`config.mk`:
```
export PLATFORM = sky130hd
export DESIGN_NAME = kpoc_rotate
export DESIGN_NICKNAME = d
export VERILOG_FILES = /design/src/design/kinetic_point_order_compare_assert.svh /design/src/design/kpoc_pkg.sv /design/src/design/kpoc_rotate.sv
export SDC_FILE = /design/constraint.sdc
export NUM_CORES = 2
export LEC_CHECK = 0
export BUFFER_PORTS_ARGS = -buffer_cell sky130_fd_sc_hd__buf_2
export CAP_MARGIN = 5
export CORE_ASPECT_RATIO = 1.5
export CORE_UTILIZATION = 39
export DETAILED_ROUTE_END_ITERATION = 6
export GPL_ROUTABILITY_DRIVEN = 0
export HOLD_SLACK_MARGIN = 0.06
export MAX_ROUTING_LAYER = met4
export PLACE_DENSITY_LB_ADDON = 0.12
export SYNTH_ARGS = -nofsm -noshare
export SYNTH_HDL_FRONTEND = slang
export SYNTH_SLANG_ARGS = --single-unit
```
`constraint.sdc`:
```
create_clock -name clk -period 10.46 [get_ports clk]
set_clock_uncertainty 0.2 [all_clocks]
set_input_delay 1.046 -clock clk [delete_from_list [all_inputs] [get_ports clk]]
set_output_delay 1.046 -clock clk [all_outputs]
set_load 0.02 [all_outputs]
```
`src/design/kinetic_point_order_compare_assert.svh`:
```
// Assertion macros used by the comparator top level.
`ifndef KINETIC_POINT_ORDER_COMPARE_ASSERT_SVH
`define KINETIC_POINT_ORDER_COMPARE_ASSERT_SVH

// Same-cycle implication, checked on the rising clock edge outside reset.
`define KPOC_ASSERT_SAME(label, ante, cons) \
    label: assert property (@(posedge clk) disable iff (!rst_n) (ante) |-> (cons)) \
        else $error("kpoc assertion failed");

// Next-cycle implication, checked on the rising clock edge outside reset.
`define KPOC_ASSERT_NEXT(label, ante, cons) \
    label: assert property (@(posedge clk) disable iff (!rst_n) (ante) |=> (cons)) \
        else $error("kpoc assertion failed");

`endif

```
`src/design/kpoc_pkg.sv`:
```
// Package with constants, frame codes and saturation helpers for the point comparator.
`timescale 1ns / 1ps

package kpoc_pkg;

    // Fixed-point rotation constants: cos 60 is a shift by 15, sin 60 is Q0.16.
    localparam int unsigned COS60_SHIFT = 15;
    localparam logic [16:0] SIN60_Q16   = 17'd56756;

    // Comparison tolerance after reset.
    localparam logic [15:0] EPS_RESET = 16'd1;

    // Frame direction codes.
    typedef enum logic [1:0] {
        FRAME_HORIZ = 2'd0,
        FRAME_UP    = 2'd1,
        FRAME_DOWN  = 2'd2
    } frame_dir_t;

    // Clamp a 49-bit signed value to the signed 32-bit range.
    function automatic logic signed [31:0] sat32(input logic signed [48:0] v);
        logic signed [31:0] r;
        if (v[48:31] == {18{1'b0}} || v[48:31] == {18{1'b1}})
        begin
            r = v[31:0];
        end
        else if (v[48])
        begin
            r = 32'sh8000_0000;
        end
        else
        begin
            r = 32'sh7fff_ffff;
        end
        return r;
    endfunction

endpackage

```
`src/design/kpoc_rotate.sv`:
```
// Two-stage rotation of one vector into the selected frame, rounded and saturated.
`timescale 1ns / 1ps

module kpoc_rotate
(
    input  logic               clk,
    input  logic               en_mul,
    input  logic               en_rot,
    input  logic [1:0]         dir,
    input  logic signed [31:0] a,
    input  logic signed [31:0] b,
    output logic signed [31:0] ra,
    output logic signed [31:0] rb
);

    logic signed [31:0] a_reg;
    logic signed [31:0] b_reg;
    logic signed [49:0] as_reg;
    logic signed [49:0] bs_reg;
    logic [1:0]         dir_reg;
    logic signed [31:0] ra_reg;
    logic signed [31:0] rb_reg;
    logic signed [31:0] ra_next;
    logic signed [31:0] rb_next;

    logic signed [50:0] ac_w;
    logic signed [50:0] bc_w;
    logic signed [50:0] as_w;
    logic signed [50:0] bs_w;
    logic signed [50:0] sum_a;
    logic signed [50:0] sum_b;
    logic signed [50:0] rnd_a;
    logic signed [50:0] rnd_b;

    // First stage: the two products by sin 60.
    always_ff @(posedge clk)
    begin
        if (en_mul)
        begin
            a_reg   <= a;
            b_reg   <= b;
            dir_reg <= dir;
            as_reg  <= a * $signed({1'b0, kpoc_pkg::SIN60_Q16});
            bs_reg  <= b * $signed({1'b0, kpoc_pkg::SIN60_Q16});
        end
    end

    // Second stage: combine with the cos 60 terms, round half up, saturate.
    always_comb
    begin
        ac_w  = {{4{a_reg[31]}}, a_reg, 15'd0};
        bc_w  = {{4{b_reg[31]}}, b_reg, 15'd0};
        as_w  = {as_reg[49], as_reg};
        bs_w  = {bs_reg[49], bs_reg};
        sum_a = ac_w + bs_w;
        sum_b = bc_w - as_w;
        unique case (kpoc_pkg::frame_dir_t'(dir_reg))
            kpoc_pkg::FRAME_DOWN:
            begin
                sum_a = ac_w - bs_w;
                sum_b = bc_w + as_w;
            end
            default:
            begin
                sum_a = ac_w + bs_w;
                sum_b = bc_w - as_w;
            end
        endcase
        rnd_a = sum_a + 51'sd32768;
        rnd_b = sum_b + 51'sd32768;
        ra_next = kpoc_pkg::sat32({{14{rnd_a[50]}}, rnd_a[50:16]});
        rb_next = kpoc_pkg::sat32({{14{rnd_b[50]}}, rnd_b[50:16]});
        if (kpoc_pkg::frame_dir_t'(dir_reg) == kpoc_pkg::FRAME_HORIZ)
        begin
            ra_next = a_reg;
            rb_next = b_reg;
        end
    end

    always_ff @(posedge clk)
    begin
        if (en_rot)
        begin
            ra_reg <= ra_next;
            rb_reg <= rb_next;
        end
    end

    assign ra = ra_reg;
    assign rb = rb_reg;

endmodule

```
==> flow_metrics.py <==
metrics = {
    "min_path": {
        "hold_depth": 1,
        "worstHoldStart": "dir[1]",
        "hold_path.class": "input port to flip-flop",
        "worstHoldEndpoint": "dir_reg[1]",
    },
    "yosys": {
        "syn_inst": 3931,
        "yosysSeqAreaShare_pct": 17.7,
        "synth_area_leaders": "fa_1, edfxtp_1, ha_1",
        "synth_warnings": 0,
        "synth-edff-count": 220,
        "avgSynthCellArea_sq_um": 9.48,
        "synth_flop_cell": "edfxtp_1",
        "syn_nets": 4930,
        "synth_area_sq_um": 37300,
        "yosysTopAreaCellShare_pct": 25.3,
        "yosys_register_bits": 220,
        "synth.distinct_cells": 114,
        "synth_top_cell_by_area": "fa_1",
        "ys_async_sr_fraction_pct": 0,
    },
    "sta": {
        "period_share_pct": 74.3,
        "tns_ps": 0,
        "finalCriticalPeriod_ps": 7770,
        "clock.fmax_mhz": 129,
        "layout_setup_ws_ps": 2690,
        "drv_slew": 0,
        "relSlewSlack_pct": 30.3,
        "finalSetupViolCount": 0,
        "tightest_slew_ps": 1050,
        "hold_violations": 0,
        "rsz0062_at_grt": "false",
    },
    "layout": {
        "nNetsFinal": 5006,
        "fillers": 9476,
        "seq_area_sq_um": 6610,
        "final-instance-count-excl-fill": 5296,
        "layout_common_cells": "inv_1, fa_1, ha_1",
        "synthToLayoutAreaGrowth_pct": 7.73,
        "final_common_cell": "inv_1",
        "drive_gt1_share_pct": 6.75,
        "multiInputGateArea_sq_um": 27200,
    },
    "critical_path": {
        "r2r-start": "a_reg[13]",
        "cp-end-kind": "flip-flop",
        "crit_type": "input port to flip-flop",
        "reg2reg_depth": 16,
        "cp.arrival_ps": 7950,
        "crit_path_max_fanout": 5,
        "startpoint_type": "input port",
        "crit_required_ps": 10630,
        "reg2reg_slack_ps": 3480,
        "r2r-end": "ra[13]",
    },
    "clocking": {
        "cts_sinks": 220,
        "cts_tree": "built",
        "post_cts_resized": 0,
        "postCtsSetupBuffers": 0,
        "cts.clk_slew.worst_paths_ps": 70,
        "clockBufferDepth": 3,
        "clock_latency_ps": 630,
        "cts_root_buffer": "clkbuf_16",
        "cts_hold_buf": 0,
        "cts_max_level": 1,
        "cts_inserted_buffers": 31,
    },
    "die": {
        "io_pins": 133,
        "rows": 138,
        "initial_core_util_pct": 39.5,
        "die_h_um": 381,
        "die_x_um": 254,
        "core_region_area_sq_um": 94400,
        "die-area_sq_um": 96900,
    },
    "grt": {
        "grt_pass1_vias": 29500,
        "gr-total-overflow": 0,
        "grt_max_degree": 73,
        "grt.total_usage_pct": 24.0,
        "grt_pass1_wl_um": 171000,
        "grt_antenna_before_repair": 7,
    },
    "routing": {
        "routed_wl_um": 111000,
        "ant_nets": 0,
        "route.detailed.drc": 0,
        "post_drt_wl_per_cell_um": 20.9,
        "drt_iter0_markers": 1448,
        "first_pass_iters": 5,
        "routed-via-count": 28000,
        "viasPerCell": 5.28,
    },
    "run_status": {
        "outcome": "complete, no violations",
    },
    "run": {
        "drv_cap": 0,
    },
    "place": {
        "port_buffers": 132,
        "dp_hpwl_um": 94800,
        "dp.cells": 5234,
        "place_ws_ps": 1990,
    },
}
## layout make-up
class	instances	area share [%]
inverters	794	7.42
repair buffers	145	1.90
clock buffers	33	1.95
well taps	1260	3.92
diodes	7	0.0436
clock inverters	22	0.551
flip-flops and latches	220	16.4
multi-input cells	2815	67.8
## how the worst max path moves through the flow
stage / endpoint / start / slack, ps / depth (start not counted)
floorplan: as_reg[47] / a[6] / 3110 / 25
detailed placement: as_reg[45] / a[6] / 1990 / 26
finish: as_reg[45] / a[6] / 2690 / 26
global route: as_reg[45] / a[6] / 2270 / 26
global placement: as_reg[45] / a[6] / 2050 / 26
CTS: as_reg[45] / a[6] / 2660 / 26
## stage by stage
step | utilization [%] | hold slack (ps) | area, sq um
after floorplan | - | 359 | 37300
after global placement | 41.4 | 530 | 39100
after detailed placement | 41.4 | 553 | 39100
after CTS | 42.5 | 372 | 40100
after global routing | 42.5 | 388 | 40200
final | 42.5 | 416 | 40200
## logic make-up (layout without fill, tap and decap cells)
logic type	Yosys count	after routing	share of synthesized area [%]
simple gates	810	810	11.1
fa+ha+maj	936	936	40.9
xor+xnor	230	230	5.40
mux	11	11	0.305
other cells	0	7	0
flops	220	220	17.7
compound gates	828	828	15.3
buf+inv	896	994	9.32
## critical path, stage by stage
cell,delay (ps)
buf_2,130
ha_1,390
fa_1,530
inv_1,50
fa_1,500
inv_1,50
fa_1,490
fa_1,500
inv_1,50
fa_1,500
inv_1,40
ha_1,340
a21o_1,200
a21o_1,160
a41o_1,220
a21o_1,200
a211oi_1,440
o31ai_1,190
a41oi_1,330
a21oi_1,180
a21boi_0,270
a21oi_1,200
a2111oi_0,500
o21bai_1,140
a21oi_1,200
xnor2_1,80
## cells in the mapped netlist, types with 36 or more instances
library cell / number
inv_1: 792
nor2_1: 242
o21ai_0: 130
nand2_1: 155
a21oi_1: 239
buf_2: 41
fa_1: 472
nand2b_1: 36
xor2_1: 65
edfxtp_1: 220
nor3_1: 66
a21o_1: 71
nand3_1: 66
ha_1: 458
clkbuf_1: 46
xnor2_1: 165
## metal layers
layer | global-route usage (%) | share of wire, % | vias to the layer above
li1 | - | - | 13500
met1 | 28.0 | 41 | 13700
met2 | 42.5 | 51 | 624
met3 | 1.88 | 3.6 | 198
met4 | 8.77 | 4.0 | 0
met5 | - | 0 | -
Power is not shown: default switching activity piles up to over one toggle a cycle in this logic, so the estimate is an artifact.
